## src/selective_repeat_arq_sender_defines.svh

```systemverilog
// Assertion macros used by the selective-repeat ARQ sender top level.
`ifndef SELECTIVE_REPEAT_ARQ_SENDER_DEFINES_SVH
`define SELECTIVE_REPEAT_ARQ_SENDER_DEFINES_SVH
`ifndef ASSERT_OFF
// Same-cycle implication check.
`define SRARQ_ASSERT_IMP(label, clk, rst, ante, cons) \
  label: assert property (@(posedge clk) disable iff (rst) (ante) |-> (cons)) \
    else $error("srarq: same-cycle check failed");
// Next-cycle implication check.
`define SRARQ_ASSERT_NXT(label, clk, rst, ante, cons) \
  label: assert property (@(posedge clk) disable iff (rst) (ante) |=> (cons)) \
    else $error("srarq: next-cycle check failed");
`else
`define SRARQ_ASSERT_IMP(label, clk, rst, ante, cons)
`define SRARQ_ASSERT_NXT(label, clk, rst, ante, cons)
`endif
`endif

```

## src/srarq_pkg.sv

```systemverilog
// Shared types, constants and codes for the selective-repeat ARQ sender.
`default_nettype none
package srarq_pkg;

  // Default geometry
  localparam int WINDOW_MAX_DEF = 16;
  localparam int SEQ_SPACE_DEF  = 32;

  // Field widths
  localparam int IDX_W     = 24;
  localparam int CMD_W     = 2;
  localparam int ACK_W     = 8;
  localparam int KIND_W    = 2;
  localparam int SEQ_NUM_W = 5;
  localparam int WS_W      = 5;
  localparam int TO_W      = 16;
  localparam int CNT_W     = 7;
  localparam int APB_AW    = 4;
  localparam int APB_DW    = 32;

  // Register reset values
  localparam logic [WS_W-1:0]  WS_RESET = WS_W'(10);
  localparam logic [TO_W-1:0]  TO_RESET = TO_W'(500);
  localparam logic [CNT_W-1:0] MR_RESET = CNT_W'(50);

  // Register indexes (word address)
  localparam logic [1:0] REG_WIN_SLOTS     = 2'd0;
  localparam logic [1:0] REG_TIMEOUT_TICKS = 2'd1;
  localparam logic [1:0] REG_MAX_RETRIES   = 2'd2;

  // Command codes
  localparam logic [CMD_W-1:0] CMD_START = 2'd0;
  localparam logic [CMD_W-1:0] CMD_TICK  = 2'd1;
  localparam logic [CMD_W-1:0] CMD_ACK   = 2'd2;

  // Result kinds
  localparam logic [KIND_W-1:0] KIND_FIRST  = 2'd0;
  localparam logic [KIND_W-1:0] KIND_RESEND = 2'd1;
  localparam logic [KIND_W-1:0] KIND_DONE   = 2'd2;
  localparam logic [KIND_W-1:0] KIND_FAIL   = 2'd3;

  // Info ack, carries no sequence number
  localparam logic [ACK_W-1:0] INFO_ACK = 8'hFF;

  typedef struct packed {
    logic [CMD_W-1:0] command;
    logic [IDX_W-1:0] segment_total;
    logic [ACK_W-1:0] ack_sequence;
  } item_t;

  typedef struct packed {
    logic [KIND_W-1:0]    kind;
    logic [IDX_W-1:0]     segment_index;
    logic [SEQ_NUM_W-1:0] sequence_number;
    logic                 final_segment;
    logic                 last_of_run;
  } result_t;

  typedef struct packed {
    logic [WS_W-1:0]  win_slots;
    logic [TO_W-1:0]  timeout_ticks;
    logic [CNT_W-1:0] max_retries;
  } cfg_t;

  // Datapath operations issued by the controller
  typedef enum logic [3:0] {
    OP_NONE,
    OP_START,
    OP_LOAD,
    OP_SEND,
    OP_TICK,
    OP_ACK,
    OP_SLIDE,
    OP_DONE,
    OP_FAIL,
    OP_FLUSH
  } dp_op_t;

  // Datapath status seen by the controller
  typedef struct packed {
    logic active;
    logic total_zero;
    logic send_ok;
    logic send_over;
    logic scan_ok;
    logic tick_over;
    logic ack_hit;
    logic slide_ok;
    logic base_done;
  } dp_stat_t;

  typedef enum logic [2:0] {
    ST_IDLE,
    ST_SEND,
    ST_TICK,
    ST_ACKSCAN,
    ST_SLIDE,
    ST_DONE,
    ST_FAIL,
    ST_FINISH
  } state_t;

endpackage
`default_nettype wire

```

## src/selective_repeat_arq_sender.sv

```systemverilog
// Top level of the selective-repeat ARQ sender window.
`default_nettype none
`include "selective_repeat_arq_sender_defines.svh"
// A command is taken when start is high and busy is low; if it has work, busy stays high
// until the command's work is finished. Results leave one per cycle
// on result, each marked by a one-cycle result_valid, and cannot be held off:
// the receiver must take every beat. The beat with last_of_run set closes the
// command and shows in the first cycle busy is low again. Work walks the window
// one slot per cycle: a start sends what the window allows, a tick scans the window and
// resends each timed-out segment, an ack scans for its slot, then slides the base and
// sends new segments (scan, slide, new sends); a command with no effect leaves busy low.
// A failure or done report has a state of its own. No clearing pass follows reset.
module selective_repeat_arq_sender import srarq_pkg::*; #(
  parameter int WINDOW_MAX = WINDOW_MAX_DEF,
  parameter int SEQ_SPACE  = SEQ_SPACE_DEF
) (
  input  logic              clk,
  input  logic              rst,
  input  logic              start,
  input  item_t             item,
  output logic              busy,
  output result_t           result,
  output logic              result_valid,
  input  logic              psel,
  input  logic              penable,
  input  logic              pwrite,
  input  logic [APB_AW-1:0] paddr,
  input  logic [APB_DW-1:0] pwdata,
  output logic [APB_DW-1:0] prdata,
  output logic              pready
);

  cfg_t     cfg;
  dp_op_t   op;
  dp_stat_t stat;

  srarq_regs u_regs (
    .clk     (clk),
    .rst     (rst),
    .psel    (psel),
    .penable (penable),
    .pwrite  (pwrite),
    .paddr   (paddr),
    .pwdata  (pwdata),
    .prdata  (prdata),
    .pready  (pready),
    .cfg     (cfg)
  );

  srarq_ctrl u_ctrl (
    .clk   (clk),
    .rst   (rst),
    .start (start),
    .item  (item),
    .stat  (stat),
    .op    (op),
    .busy  (busy)
  );

  srarq_dp #(
    .WINDOW_MAX (WINDOW_MAX),
    .SEQ_SPACE  (SEQ_SPACE)
  ) u_dp (
    .clk          (clk),
    .rst          (rst),
    .op           (op),
    .item         (item),
    .cfg          (cfg),
    .stat         (stat),
    .result       (result),
    .result_valid (result_valid)
  );

  // The closing beat arrives once the controller is idle again
  `SRARQ_ASSERT_IMP(a_last_when_idle, clk, rst, result_valid && result.last_of_run, !busy)
  // Earlier beats of a command arrive while it is still at work
  `SRARQ_ASSERT_IMP(a_mid_when_busy, clk, rst, result_valid && !result.last_of_run, busy)
  // A failure always ends the command
  `SRARQ_ASSERT_IMP(a_fail_is_last, clk, rst,
    result_valid && result.kind == KIND_FAIL, result.last_of_run)
  // Nothing follows a closing beat until a new command is taken
  `SRARQ_ASSERT_NXT(a_quiet_after_last, clk, rst,
    result_valid && result.last_of_run, !result_valid)

endmodule
`default_nettype wire

```

## src/srarq_regs.sv

```systemverilog
// APB configuration registers: window size, timeout and retry limit.
`default_nettype none
module srarq_regs import srarq_pkg::*; (
  input  logic              clk,
  input  logic              rst,
  input  logic              psel,
  input  logic              penable,
  input  logic              pwrite,
  input  logic [APB_AW-1:0] paddr,
  input  logic [APB_DW-1:0] pwdata,
  output logic [APB_DW-1:0] prdata,
  output logic              pready,
  output cfg_t              cfg
);

  logic wr;

  assign pready = 1'b1;
  assign wr     = psel && penable && pwrite;

  // Register writes on the access beat
  always_ff @(posedge clk) begin
    if (rst) begin
      cfg.win_slots     <= WS_RESET;
      cfg.timeout_ticks <= TO_RESET;
      cfg.max_retries   <= MR_RESET;
    end else if (wr) begin
      case (paddr[3:2])
        REG_WIN_SLOTS:     cfg.win_slots     <= pwdata[WS_W-1:0];
        REG_TIMEOUT_TICKS: cfg.timeout_ticks <= pwdata[TO_W-1:0];
        REG_MAX_RETRIES:   cfg.max_retries   <= pwdata[CNT_W-1:0];
        default: ;
      endcase
    end
  end

  // Read mux
  always_comb begin
    case (paddr[3:2])
      REG_WIN_SLOTS:     prdata = APB_DW'(cfg.win_slots);
      REG_TIMEOUT_TICKS: prdata = APB_DW'(cfg.timeout_ticks);
      REG_MAX_RETRIES:   prdata = APB_DW'(cfg.max_retries);
      default:           prdata = '0;
    endcase
  end

endmodule
`default_nettype wire

```

## src/srarq_dp.sv

```systemverilog
// Window datapath: pointers, per-slot flags/ages/counts and the result register.
`default_nettype none
module srarq_dp import srarq_pkg::*; #(
  parameter int WINDOW_MAX = WINDOW_MAX_DEF,
  parameter int SEQ_SPACE  = SEQ_SPACE_DEF
) (
  input  logic     clk,
  input  logic     rst,
  input  dp_op_t   op,
  input  item_t    item,
  input  cfg_t     cfg,
  output dp_stat_t stat,
  output result_t  result,
  output logic     result_valid
);

  localparam int SLOT_W = (WINDOW_MAX > 1) ? $clog2(WINDOW_MAX) : 1;
  localparam int SEQ_W  = $clog2(SEQ_SPACE);
  localparam int WCNT_W = $clog2(WINDOW_MAX + 1);
  localparam logic [SLOT_W-1:0] SLOT_LAST = SLOT_W'(WINDOW_MAX - 1);
  localparam logic [SEQ_W-1:0]  SEQ_LAST  = SEQ_W'(SEQ_SPACE - 1);
  localparam logic [WCNT_W-1:0] WIN_FULL  = WCNT_W'(WINDOW_MAX);

  function automatic logic [SLOT_W-1:0] slot_inc(input logic [SLOT_W-1:0] p);
    return (p == SLOT_LAST) ? '0 : p + 1'b1;
  endfunction

  function automatic logic [SEQ_W-1:0] seq_inc(input logic [SEQ_W-1:0] s);
    return (s == SEQ_LAST) ? '0 : s + 1'b1;
  endfunction

  // Window pointers with their slot and sequence residues
  logic [IDX_W-1:0]  base, nxt, total, cur;
  logic [SLOT_W-1:0] base_slot, nxt_slot, cur_slot;
  logic [SEQ_W-1:0]  base_seq, nxt_seq, cur_seq;
  logic              active;
  logic [ACK_W-1:0]  ack;

  // Slot table
  logic [WINDOW_MAX-1:0] acked, sent;
  logic [TO_W-1:0]       age [WINDOW_MAX];
  logic [CNT_W-1:0]      cnt [WINDOW_MAX];

  // Held result, released once the next one is known
  result_t pend;
  result_t pend_last;
  logic    pend_valid;

  logic [WCNT_W-1:0] w_eff;
  logic [IDX_W:0]    win_end;
  logic [TO_W-1:0]   age_inc;
  logic [CNT_W:0]    cnt_inc;
  logic [CNT_W-1:0]  cnt_sat;
  logic              tick_due, tick_hit, tick_over;
  logic              push;
  result_t           res_new;

  // Effective window and its end
  always_comb begin
    if (cfg.win_slots == '0) begin
      w_eff = WCNT_W'(1);
    end else if (32'(cfg.win_slots) > 32'(WINDOW_MAX)) begin
      w_eff = WIN_FULL;
    end else begin
      w_eff = WCNT_W'(cfg.win_slots);
    end
  end
  assign win_end = {1'b0, base} + (IDX_W + 1)'(w_eff);

  // Tick check for the scanned slot
  assign age_inc   = (age[cur_slot] != '1) ? age[cur_slot] + 1'b1 : age[cur_slot];
  assign cnt_inc   = {1'b0, cnt[cur_slot]} + (CNT_W + 1)'(1);
  assign cnt_sat   = cnt_inc[CNT_W] ? '1 : cnt_inc[CNT_W-1:0];
  assign tick_due  = sent[cur_slot] && !acked[cur_slot];
  assign tick_hit  = tick_due && (age_inc >= cfg.timeout_ticks);
  assign tick_over = tick_hit && (cnt_inc > {1'b0, cfg.max_retries});

  // Status to the controller
  always_comb begin
    stat.active     = active;
    stat.total_zero = (item.segment_total == '0);
    stat.send_ok    = ({1'b0, nxt} < win_end) && (nxt < total);
    stat.send_over  = (cfg.max_retries == '0);
    stat.scan_ok    = ({1'b0, cur} < win_end) && (cur < total);
    stat.tick_over  = tick_over;
    stat.ack_hit    = !acked[cur_slot] && (ACK_W'(cur_seq) == ack);
    stat.slide_ok   = (base < total) && acked[base_slot];
    stat.base_done  = (base >= total);
  end

  // New result for this cycle
  always_comb begin
    res_new = '0;
    push    = 1'b0;
    case (op)
      OP_SEND: begin
        push                    = 1'b1;
        res_new.kind            = KIND_FIRST;
        res_new.segment_index   = nxt;
        res_new.sequence_number = SEQ_NUM_W'(nxt_seq);
        res_new.final_segment   = (nxt == total - 1'b1);
      end
      OP_TICK: begin
        push                    = tick_hit;
        res_new.kind            = KIND_RESEND;
        res_new.segment_index   = cur;
        res_new.sequence_number = SEQ_NUM_W'(cur_seq);
        res_new.final_segment   = (cur == total - 1'b1);
      end
      OP_DONE: begin
        push         = 1'b1;
        res_new.kind = KIND_DONE;
      end
      OP_FAIL: begin
        push         = 1'b1;
        res_new.kind = KIND_FAIL;
      end
      default: ;
    endcase
  end

  // Pointers and slot flags
  always_ff @(posedge clk) begin
    if (rst) begin
      base      <= '0;
      nxt       <= '0;
      total     <= '0;
      base_slot <= '0;
      nxt_slot  <= '0;
      base_seq  <= '0;
      nxt_seq   <= '0;
      active    <= 1'b0;
      acked     <= '0;
      sent      <= '0;
    end else begin
      case (op)
        OP_START: begin
          base      <= '0;
          nxt       <= '0;
          total     <= item.segment_total;
          base_slot <= '0;
          nxt_slot  <= '0;
          base_seq  <= '0;
          nxt_seq   <= '0;
          active    <= 1'b1;
          acked     <= '0;
          sent      <= '0;
        end
        OP_SEND: begin
          acked[nxt_slot] <= 1'b0;
          sent[nxt_slot]  <= 1'b1;
          nxt             <= nxt + 1'b1;
          nxt_slot        <= slot_inc(nxt_slot);
          nxt_seq         <= seq_inc(nxt_seq);
        end
        OP_ACK: begin
          if (stat.ack_hit) begin
            acked[cur_slot] <= 1'b1;
          end
        end
        OP_SLIDE: begin
          if (stat.slide_ok) begin
            acked[base_slot] <= 1'b0;
            sent[base_slot]  <= 1'b0;
            base             <= base + 1'b1;
            base_slot        <= slot_inc(base_slot);
            base_seq         <= seq_inc(base_seq);
          end else if (nxt < base) begin
            nxt      <= base;
            nxt_slot <= base_slot;
            nxt_seq  <= base_seq;
          end
        end
        OP_DONE, OP_FAIL: active <= 1'b0;
        default: ;
      endcase
    end
  end

  // Scan cursor and latched ack
  always_ff @(posedge clk) begin
    case (op)
      OP_LOAD: begin
        cur      <= base;
        cur_slot <= base_slot;
        cur_seq  <= base_seq;
        ack      <= item.ack_sequence;
      end
      OP_TICK, OP_ACK: begin
        cur      <= cur + 1'b1;
        cur_slot <= slot_inc(cur_slot);
        cur_seq  <= seq_inc(cur_seq);
      end
      default: ;
    endcase
  end

  // Ages and send counts
  always_ff @(posedge clk) begin
    if (op == OP_SEND) begin
      age[nxt_slot] <= '0;
      cnt[nxt_slot] <= CNT_W'(1);
    end else if (op == OP_TICK && tick_due) begin
      age[cur_slot] <= tick_hit ? '0 : age_inc;
      if (tick_hit) begin
        cnt[cur_slot] <= cnt_sat;
      end
    end
  end

  // Held beat marked as the closing one
  always_comb begin
    pend_last             = pend;
    pend_last.last_of_run = 1'b1;
  end

  // Result beats: one held back so the last one can be marked
  always_ff @(posedge clk) begin
    if (rst) begin
      pend_valid   <= 1'b0;
      result_valid <= 1'b0;
    end else begin
      result_valid <= 1'b0;
      if (push) begin
        pend       <= res_new;
        pend_valid <= 1'b1;
        if (pend_valid) begin
          result       <= pend;
          result_valid <= 1'b1;
        end
      end else if (op == OP_FLUSH) begin
        pend_valid <= 1'b0;
        if (pend_valid) begin
          result       <= pend_last;
          result_valid <= 1'b1;
        end
      end
    end
  end

endmodule
`default_nettype wire

```

## src/srarq_ctrl.sv

```systemverilog
// Controller state machine: sequences start, tick and ack work over the window.
`default_nettype none
module srarq_ctrl import srarq_pkg::*; (
  input  logic     clk,
  input  logic     rst,
  input  logic     start,
  input  item_t    item,
  input  dp_stat_t stat,
  output dp_op_t   op,
  output logic     busy
);

  state_t state, state_next;

  assign busy = (state != ST_IDLE);

  // State register
  always_ff @(posedge clk) begin
    if (rst) begin
      state <= ST_IDLE;
    end else begin
      state <= state_next;
    end
  end

  // Next state and datapath operation
  always_comb begin
    state_next = state;
    op         = OP_NONE;
    case (state)
      ST_IDLE: begin
        if (start) begin
          case (item.command)
            CMD_START: begin
              op         = OP_START;
              state_next = stat.total_zero ? ST_DONE : ST_SEND;
            end
            CMD_TICK: begin
              if (stat.active) begin
                op         = OP_LOAD;
                state_next = ST_TICK;
              end
            end
            CMD_ACK: begin
              if (stat.active && item.ack_sequence != INFO_ACK) begin
                op         = OP_LOAD;
                state_next = ST_ACKSCAN;
              end
            end
            default: ;
          endcase
        end
      end
      ST_SEND: begin
        if (stat.send_ok) begin
          op         = OP_SEND;
          state_next = stat.send_over ? ST_FAIL : ST_SEND;
        end else begin
          state_next = ST_FINISH;
        end
      end
      ST_TICK: begin
        if (stat.scan_ok) begin
          op         = OP_TICK;
          state_next = stat.tick_over ? ST_FAIL : ST_TICK;
        end else begin
          state_next = ST_FINISH;
        end
      end
      ST_ACKSCAN: begin
        if (stat.scan_ok) begin
          op         = OP_ACK;
          state_next = stat.ack_hit ? ST_SLIDE : ST_ACKSCAN;
        end else begin
          state_next = ST_SLIDE;
        end
      end
      ST_SLIDE: begin
        op = OP_SLIDE;
        if (!stat.slide_ok) begin
          state_next = stat.base_done ? ST_DONE : ST_SEND;
        end
      end
      ST_DONE: begin
        op         = OP_DONE;
        state_next = ST_FINISH;
      end
      ST_FAIL: begin
        op         = OP_FAIL;
        state_next = ST_FINISH;
      end
      ST_FINISH: begin
        op         = OP_FLUSH;
        state_next = ST_IDLE;
      end
      default: state_next = ST_IDLE;
    endcase
  end

endmodule
`default_nettype wire
```

## config.mk

```make
export PLATFORM = sky130hd
export DESIGN_NAME = selective_repeat_arq_sender
export DESIGN_NICKNAME = d
export VERILOG_FILES = /design/src/srarq_pkg.sv /design/src/selective_repeat_arq_sender.sv /design/src/srarq_regs.sv /design/src/srarq_dp.sv /design/src/srarq_ctrl.sv
export VERILOG_INCLUDE_DIRS = /design/src /design/src/src
export SDC_FILE = /design/constraint.sdc
export NUM_CORES = 1
export LEC_CHECK = 0
export BUFFER_PORTS_ARGS = -buffer_cell sky130_fd_sc_hd__buf_2
export CAP_MARGIN = 25
export CORE_MARGIN = 3
export CORE_UTILIZATION = 35
export CTS_BUF_LIST = sky130_fd_sc_hd__clkbuf_4 sky130_fd_sc_hd__clkbuf_8 sky130_fd_sc_hd__clkbuf_16
export DETAILED_ROUTE_END_ITERATION = 8
export SYNTH_ARGS = -nofsm -noshare
export SYNTH_HDL_FRONTEND = slang
export SYNTH_HIERARCHICAL = 1
export SYNTH_SLANG_ARGS = --single-unit
```

## constraint.sdc

```tcl
create_clock -name clk -period 9.35 [get_ports clk]
set_clock_uncertainty 0.2 [all_clocks]
set_input_delay 0.935 -clock clk [delete_from_list [all_inputs] [get_ports clk]]
set_output_delay 0.935 -clock clk [all_outputs]
set_load 0.01 [all_outputs]
```

After elaboration in Yosys (flattened, before gate mapping) --
Memories as Yosys holds them, arrays and structs flattened. A register that Yosys moved wholly into a read port is not among the register bits. Index checks and enable logic that the tools add are counted.
Word-level totals: register bits after elaboration 262, latch bits 0, bits in writable memories 368, bits in read-only memories 0, bits of input ports 76, output and inout port bits 68, memories 2
Memory list:
- u_dp.age | depth 16, bits a word 16, read ports 1, clocked after Yosys merged registers in 1, wr ports 1, RTL line srarq_dp.sv:41 | logic [TO_W-1:0] age [WINDOW_MAX];
- u_dp.cnt | depth 16, bits a word 7, read ports 1, clocked after Yosys merged registers in 1, wr ports 1, RTL line srarq_dp.sv:42 | logic [CNT_W-1:0] cnt [WINDOW_MAX];
Operators by class: add/sub/neg operators 13, multiply operators 0, div/mod/pow operators 0, order comparisons 16, equal/unequal tests 40, shifts and indexed selects 0, mux-type cells 99, bitwise logic cells 8, reduce and logical (&&, ||, !) cells 44
Operator list (number):
- 33-bit two-way mux | 4
- 24-bit less-than comparator | 4
- 16-bit two-way mux | 6
- 16-bit case mux with 3 select lines | 2
- 24-bit case mux with 2 select lines | 2
- 24-bit by 1-bit adder with 24-bit output (second input constant) | 3
- 24-bit two-way mux | 3
- 24-bit case mux with 3 select lines | 1
- 16-bit case mux with 4 select lines | 1
- 30-bit case mux with 2 select lines | 1
- 24-bit by 25-bit less-than comparator with 1-bit output | 2
- 16-bit bitwise AND | 3
- 24-bit == test | 2
- 4-bit two-way mux | 11
- 3-bit two-way mux | 14
- 5-bit two-way mux | 8
- 16-bit NOT | 2
- 16-bit bitwise OR | 2
- 4-bit case mux with 8 select lines | 1
- 24-bit by 5-bit adder with 25-bit output | 1
- 24-bit >= comparator | 1
- 24-bit logical NOT | 1
- 4-bit case mux with 3 select lines | 2
- 24-bit by 1-bit subtractor with 24-bit output (second input constant) | 1
- other kinds (55) | 142

Logic depth before layout (Yosys ltp) --
Gate-level depths: netlist of run 1.
word-level depth 15, depth in mapped cells 36, mapped depth without buffers 33

Cells and area by module --
The synthesis of run 1 kept the hierarchy.
By module, submodules not included:
- srarq_dp | instances 1, cells an instance 2530, area each 31167.4 um^2, sequential area each 16816.1 um^2
- srarq_regs | instances 1, cells an instance 170, area each 1546.5 um^2, sequential area each 560.5 um^2
- srarq_ctrl | instances 1, cells an instance 63, area each 505.5 um^2, sequential area each 60.1 um^2

Worst setup path after synthesis of run 1 --
OpenSTA, ideal clock, no wires.
path type reg2reg, start register, netlist name u_regs/cfg[24], end register, netlist name u_dp/result[0], data arrival time 6.995 ns, slack 1.721 ns, cell stages (with the launch flop) 29, path buffers 6, path through dfxtp_1 nor2b_1 ha_1 a21o_1 a21oi_1 o21bai_1 a21oi_1 nor2_1 nand2_1 nor2_1 xnor2_1 ha_1 or4_1 a21oi_1 a21oi_1 o31ai_1 a41oi_1 nor4_1 nand2_1 mux2i_1 buf_2 nor4b_2 buf_4 buf_4 buf_2 clkbuf_1 nand3_1 clkbuf_1 a21oi_1

==> metrics.csv, run 1 <==
stage;metric;value;unit
placed_design;io_buffers;108;
floorplanning;die_h;314.1;um
setup_path;crit_slowest_cell;a21oi_1;
power_and_ir_drop;p_per_area;218.0;mW/mm^2
grt;grt_pass1_wl;137300;um
setup_path;crit_buf_inv;3;
power_and_ir_drop;p_total;0.008220;W
clocking;cts_tree;done;
sta;fin_crit;8.002;ns
setup_path;reg2reg_depth;28;
synth;ys_seq_elements;634;
placed_design;dp_worst_setup_slack;1.360;ns
sta;drv_slew;0;
clocking;cts_max_path_buffers;3;
synth;synth.most_common_cell;edfxtp_1;
clocking;clk_pin_slew_worst_paths;0.06;ns
sta;post-route-worst-setup-slack;1.348;ns
hold_path;min_to;u_dp/result[28];
clocking;ctsHoldBuffers;0;
detailed_routing;vias;22843;
sta;report.final.setup_viol;0;
final_layout;drive_gt1_share;17.12;%
setup_path;reg2reg_to;u_dp/cnt[11][1];
synth;async_flop_share;0;%
detailed_routing;drtAntennaViolNets;0;
placed_design;place_hpwl;62850;um
setup_path;worstSetupPathType;flip-flop to flip-flop;
clocking;cts_buffers;73;
synth;ys_types;101;
clocking;ctsResizeCount;0;
synth;synth_top_area_cell;edfxtp_1;
synth;yosysSeqAreaShare;52.49;%
setup_path;cp_top_family;compound AO/OA/AOI/OAI gates;
sta;rsz0062_at_grt;no;
sta;max_freq;125.0;MHz
sta;worst_pin_slew;1.076;ns
power_and_ir_drop;p_int;0.005590;W
run_status;outcome;complete, no violations;
setup_path;reg2reg_from;u_regs/cfg[27];
clocking;h-tree-depth;3;
setup_path;critPathLaunchType;flip-flop;
detailed_routing;drt_wl_total;89980;um
hold_path;worstHoldPathCells;0;
synth;ys_warn_count;6;
hold_path;hold_class;flip-flop to flip-flop;
sta;relSlewSlack;28.10;%
setup_path;critPathCaptureType;flip-flop;
synth;netlist_top_cells_count;edfxtp_1 (474), nand2_1 (211), ha_1 (195);
placed_design;placed_area;0.03519;sq mm
power_and_ir_drop;p_leak;12.26;nW
synth;synth_area_leaders;edfxtp_1 (43%), dfxtp_1 (9.6%), mux4_2 (7.7%);
final_layout;area_growth_syn_to_layout;13.51;%
flow_run;maxCapViolCount;0;
power_and_ir_drop;vdd_drop_max;0.1206;mV
synth;netlist_area;0.03322;sq mm
final_layout;nNetsFinal;3151;
power_and_ir_drop;power.share.clock;34.5;%
floorplanning;die_area;0.09865;sq mm
power_and_ir_drop;swShare;31.99;%
floorplanning;die_w;314.1;um
detailed_routing;drc;0;
sta;whs;0.2119;ns
synth;syn_avg_cell_area;12.02;sq um
floorplanning;initial_core_util;35.43;%
final_layout;stdcell_area;0.03771;sq mm
setup_path;max_stage_delay;0.77;ns
floorplanning;io-pin-count;144;
synth;synth_edf_count;474;
grt;antenna_found_initial;6;
floorplanning;fp.coreArea;0.09375;sq mm
setup_path;worst_ep_arrival_time;8.05;ns
detailed_routing;first_pass_iters;5;
clocking;post_cts_buffers;0;
power_and_ir_drop;p_comb_share;25.3;%
setup_path;r2r_setup_slack;1.35;ns
placed_design;place.gp.congestion;0.8604;
synth;ys.flop_type;edfxtp_1;
sta;tns;0;ns
synth;synthCells;2763;
clocking;root_buffer;clkbuf_16;
grt;first_global_vias;22194;
grt;track_usage;18.08;%
power_and_ir_drop;p_sw;0.002629;W
synth;synth_top_area_share;42.85;%
hold_path;min-delay-start;u_dp/pend[28];
detailed_routing;avgViaCountPerCell;5.444;
sta;hold_viol;0;
detailed_routing;drt_iter0_drc;2226;
setup_path;cpMostUsedCell;nand2_1;
detailed_routing;wl_per_cell;21.44;um
setup_path;path_max_fanout;12;
grt;grt_start_max_net_pins;88;
floorplanning;rows;112;
power_and_ir_drop;seqPwrFrac;40.2;%
setup_path;cp_data_required_time;9.40;ns
clocking;insertion_delay;0.64;ns
clocking;clkSinkCount;634;
sta;post-route-period-util;85.59;%
grt;overflow;0;
-- area by class of cell --
cell class              count  area, sq um
flip-flops and latches    634        17440
well taps                1254         1569
diodes                      4        10.01
fillers                  8859        56040
multi-input cells        1881        14710
repair buffers            183         1136
clock buffers              99         2058
clock inverters            35        381.6
inverters                 106        397.9
-- flip-flops by register name, indices dropped and copies added (netlist names), 24 cells and up, named ones only --
register,cells
u_dp/nxt,24
u_dp/cnt,112
u_dp/total,24
u_dp/age,256
u_dp/pend,32
u_dp/base,24
u_regs/cfg,28
u_dp/cur,24
u_dp/result,33
-- stage by stage --
stage                     util, %  instances
after detailed placement    37.54       4052
final                       40.22       4196
after CTS                   40.14       4186
after global placement      37.53       4050
after global routing        40.22       4194
after floorplan                 -       2778
-- cells by family (layout without fill, tap and decap cells) --
| kind of cell | count (synthesis) | after routing | synth area share (%) |
|---|---|---|---|
| simple gates | 800 | 800 | 12.08 |
| compound gates | 545 | 545 | 10.72 |
| other cells | 2 | 21 | 0.02261 |
| mux | 197 | 197 | 10.26 |
| fa+ha+maj | 196 | 196 | 7.405 |
| buf+inv | 263 | 423 | 3.699 |
| xor+xnor | 126 | 126 | 3.322 |
| flops | 634 | 634 | 52.49 |
-- routing by layer --
layer | vias to the layer above | part of all wire [%] | GRT usage [%]
met1 | 11263 | 46 | 25.76
met3 | 127 | 7.8 | 3.772
met2 | 761 | 44 | 27.84
met5 | - | 0.038 | 0
met4 | 4 | 2.2 | 5.186
li1 | 10688 | - | -
-- power groups by stage --
| stage | combinational (W) | clock [W] | sequential, W |
|---|---|---|---|
| 3_3_place_gp | 0.00204 | 0 | 0.00336 |
| 4_1_cts | 0.00207 | 0.00291 | 0.00331 |
| 6_report | 0.00208 | 0.00284 | 0.00330 |
| 3_5_place_dp | 0.00205 | 0 | 0.00336 |
| 5_1_grt | 0.00227 | 0.00303 | 0.00333 |
| 2_1_floorplan | 0.00162 | 0 | 0.00321 |
-- placed cells by master, fill, tap and decap left out, types with 22 or more instances in the layout --
master,Yosys,final
a211oi_1,25,25
a21o_1,31,31
a21oi_1,177,176
a22o_1,34,34
a22oi_1,29,29
and2_1,39,39
buf_2,23,108
buf_4,25,73
clkbuf_16,0,74
clkbuf_4,1,22
dfxtp_1,160,157
edfxtp_1,474,474
ha_1,195,195
inv_1,102,102
mux2i_1,74,74
mux4_2,113,113
nand2_1,211,211
nand2b_1,42,42
nand3_1,60,59
nand4_1,50,50
nor2_1,189,170
nor2b_1,30,30
nor3_1,71,70
nor4_1,24,24
o21ai_0,101,101
xnor2_1,95,95
xor2_1,31,31
-- how the worst max path moves through the flow --
stage / start / end / slack [ns] / cells after the start
4_1_cts: u_regs/cfg[27] / u_dp/cnt[9][0] / 1.33 / 28
5_1_grt: u_regs/cfg[27] / u_dp/cnt[9][6] / 0.77 / 28
3_3_place_gp: u_regs/cfg[25] / u_dp/cnt[9][4] / 1.49 / 31
2_1_floorplan: u_regs/cfg[24] / u_dp/result[0] / 1.72 / 28
6_report: u_regs/cfg[27] / u_dp/cnt[11][1] / 1.35 / 28
3_5_place_dp: u_regs/cfg[27] / u_dp/cnt[9][4] / 1.36 / 28
-- worst reg2reg max path, delay by kind of cell, from the launching register on --
family	cells	cell delay, ns
compound gates	10	2.82
simple gates	12	2.81
buf+inv	3	0.64
fa+ha+maj	2	0.59
flops	1	0.38
xor+xnor	1	0.16
Power figures use the tool's default switching activity.
==> inputs of run 2 (changes only) <==
ABC_AREA = 1   (was unset)
==> run 2 against run 1 <==
Compared with the run above: synthesized area up 8.6%; critical path depth is 2 higher; critical path type unchanged; die area increased by 8.4%; first-iteration DRC count grew 42%; global-route usage rose by 2.0 points.
==> metrics.csv, run 2 <==
stage;metric;value;unit
clocking;cts_tree;done;
floorplanning;die_h;327.0;um
final_layout;drive_gt1_share;9.241;%
power_and_ir_drop;p_per_area;222.3;mW/mm^2
setup_path;critPathLaunchType;flip-flop;
sta;max_freq;124.0;MHz
synth;synthCells;4305;
sta;whs;0.2090;ns
placed_design;io_buffers;108;
synth;yosysSeqAreaShare;48.34;%
sta;post-route-period-util;86.25;%
final_layout;reg_top3;u_dp/age (256), u_dp/cnt (112), u_dp/result (33);
sta;drv_slew;0;
grt;first_global_vias;27463;
synth;syn_avg_cell_area;8.379;sq um
setup_path;worstSetupPathType;flip-flop to flip-flop;
final_layout;nFillCells;10204;
floorplanning;initial_core_util;35.35;%
synth;synth_top_area_cell;edfxtp_1;
synth;ys_warn_count;6;
setup_path;cp_data_required_time;9.47;ns
floorplanning;die_w;327.0;um
run_status;outcome;complete, no violations;
synth;ys.flop_type;edfxtp_1;
clocking;ctsResizeCount;0;
synth;ys_seq_elements;634;
hold_path;hold_class;flip-flop to flip-flop;
synth;async_flop_share;0;%
clocking;post_cts_buffers;0;
sta;worst_pin_slew;0.9921;ns
synth;synth_edf_count;474;
grt;overflow;0;
clocking;clkSinkCount;634;
grt;grt_start_max_net_pins;205;
detailed_routing;first_pass_iters;5;
final_layout;stdcell_count;5799;
grt;track_usage;20.13;%
setup_path;crit_slowest_cell;nor2_1;
placed_design;place_hpwl;75660;um
final_layout;final_cell_mix;nand2_1 (988), nor2_1 (476), edfxtp_1 (474);
floorplanning;fp.coreArea;0.1020;sq mm
floorplanning;die_area;0.1070;sq mm
detailed_routing;drt_wl_total;110800;um
synth;netlist_top_cells_count;nand2_1 (993), nor2_1 (494), edfxtp_1 (474);
clocking;insertion_delay;0.66;ns
sta;relSlewSlack;33.61;%
setup_path;path_max_fanout;16;
grt;grt_pass1_wl;166600;um
floorplanning;io-pin-count;144;
final_layout;nNetsFinal;4635;
synth;synth.most_common_cell;nand2_1;
synth;synth_area_leaders;edfxtp_1 (39%), nand2_1 (10%), dfxtp_1 (8.9%);
clocking;clk_pin_slew_worst_paths;0.06;ns
setup_path;critPathCaptureType;flip-flop;
grt;antenna_found_initial;6;
sta;rsz0062_at_grt;no;
detailed_routing;vias;30176;
clocking;cts_max_path_buffers;3;
sta;fin_crit;8.064;ns
final_layout;regMostFlops;u_dp/age;
final_layout;final_util;39.60;%
final_layout;largest_register_ffs;256;
detailed_routing;avgViaCountPerCell;5.204;
clocking;cts_buffers;75;
floorplanning;rows;117;
synth;netlist_area;0.03607;sq mm
synth;ys_types;60;
power_and_ir_drop;p_leak;15.96;nW
detailed_routing;wl_per_cell;19.10;um
sta;report.final.setup_viol;0;
power_and_ir_drop;p_total;0.008981;W
setup_path;max_stage_delay;0.89;ns
detailed_routing;drc;0;
synth;synth_top_area_share;39.46;%
final_layout;area_growth_syn_to_layout;12.01;%
clocking;root_buffer;clkbuf_16;
flow_run;maxCapViolCount;0;
power_and_ir_drop;vdd_drop_max;0.1222;mV
final_layout;final_common_cell;nand2_1;
sta;tns;0;ns
sta;hold_viol;0;
detailed_routing;drtAntennaViolNets;0;
clocking;ctsHoldBuffers;0;
setup_path;cpMostUsedCell;nor2_1;
placed_design;place_inst;5652;
placed_design;place.gp.congestion;0.9190;
detailed_routing;drt_iter0_drc;3151;
clocking;h-tree-depth;3;
setup_path;worst_ep_arrival_time;8.18;ns
[run 2: cell types whose count changed in the layout (fill, tap and decap cells not counted), moves of 83 or more]
cell / delta
nand2_1: +777
mux4_2: -113
nor2_1: +306
o21ai_0: +188
nand3_1: +340
xnor2_1: -83
inv_1: +303
[run 2: stage by stage]
| stage | worst slack (ns) | instance area (sq um) |
|---|---|---|
| final | 1.286 | 40410 |
| after global routing | 0.6609 | 40390 |
| after CTS | 1.493 | 40380 |
| after detailed placement | 1.533 | 37800 |
| after global placement | 1.389 | 37730 |
| after floorplan | 3.017 | 36130 |
[run 2: per-layer routing]
layer / track usage [%] / vias to the layer above / wire [um] / share of wire [%]
li1: - / 14671 / - / -
met1: 28.78 / 14145 / 50280 / 45
met2: 29.93 / 1132 / 47160 / 43
met3: 4.133 / 224 / 9262 / 8.4
met4: 7.527 / 4 / 4051 / 3.7
met5: 0 / - / 28 / 0.025
[run 2: worst paths after layout]
kind	start	end	slack (ns)	cells past startpoint
worst min-delay path	u_dp/pend[30]	u_dp/result[30]	0.21	0
worst max-delay path	u_regs/cfg[27]	u_dp/age[10][1]	1.29	30
worst min register to register	u_dp/pend[30]	u_dp/result[30]	0.21	0
worst max register to register	u_regs/cfg[27]	u_dp/age[10][1]	1.29	30
[run 2: cell type report]
type | count | area [sq um] | share of cell area, %
flip-flops and latches | 634 | 17450 | 43.18
multi-input cells | 3059 | 16010 | 39.62
clock buffers | 94 | 2098 | 5.193
well taps | 1368 | 1712 | 4.236
inverters | 426 | 1618 | 4.004
repair buffers | 167 | 1032 | 2.555
clock inverters | 46 | 478.0 | 1.183
diodes | 5 | 12.51 | 0.03097
[run 2: cells by family (layout without fill, tap and decap cells)]
logic type	after synthesis	after routing	share of synthesized area, %
adders and majority gates	196	196	6.819
AOI/OAI and AO/OA	696	696	10.89
buffers and inverters	627	733	7.613
and+or+nand+nor	2065	2065	24.26
other	2	22	0.02082
DFF	634	634	48.34
xor gates and xnor gates	85	85	2.064
[run 2: where the power goes]
group | internal, W | total [W] | switching [W]
registers | 0.00312 | 0.00330 | 0.000184
clock network | 0.00178 | 0.00302 | 0.00124
logic | 0.000830 | 0.00266 | 0.00183
total | 0.00573 | 0.00898 | 0.00325
[run 2: critical path: cells and delay by family (launching register included)]
family	cells	cell delay, ns
DFF	1	0.50
adders and majority gates	2	0.66
AOI/OAI and AO/OA	4	0.87
and+or+nand+nor	19	4.42
xor gates and xnor gates	1	0.27
buffers and inverters	4	0.81
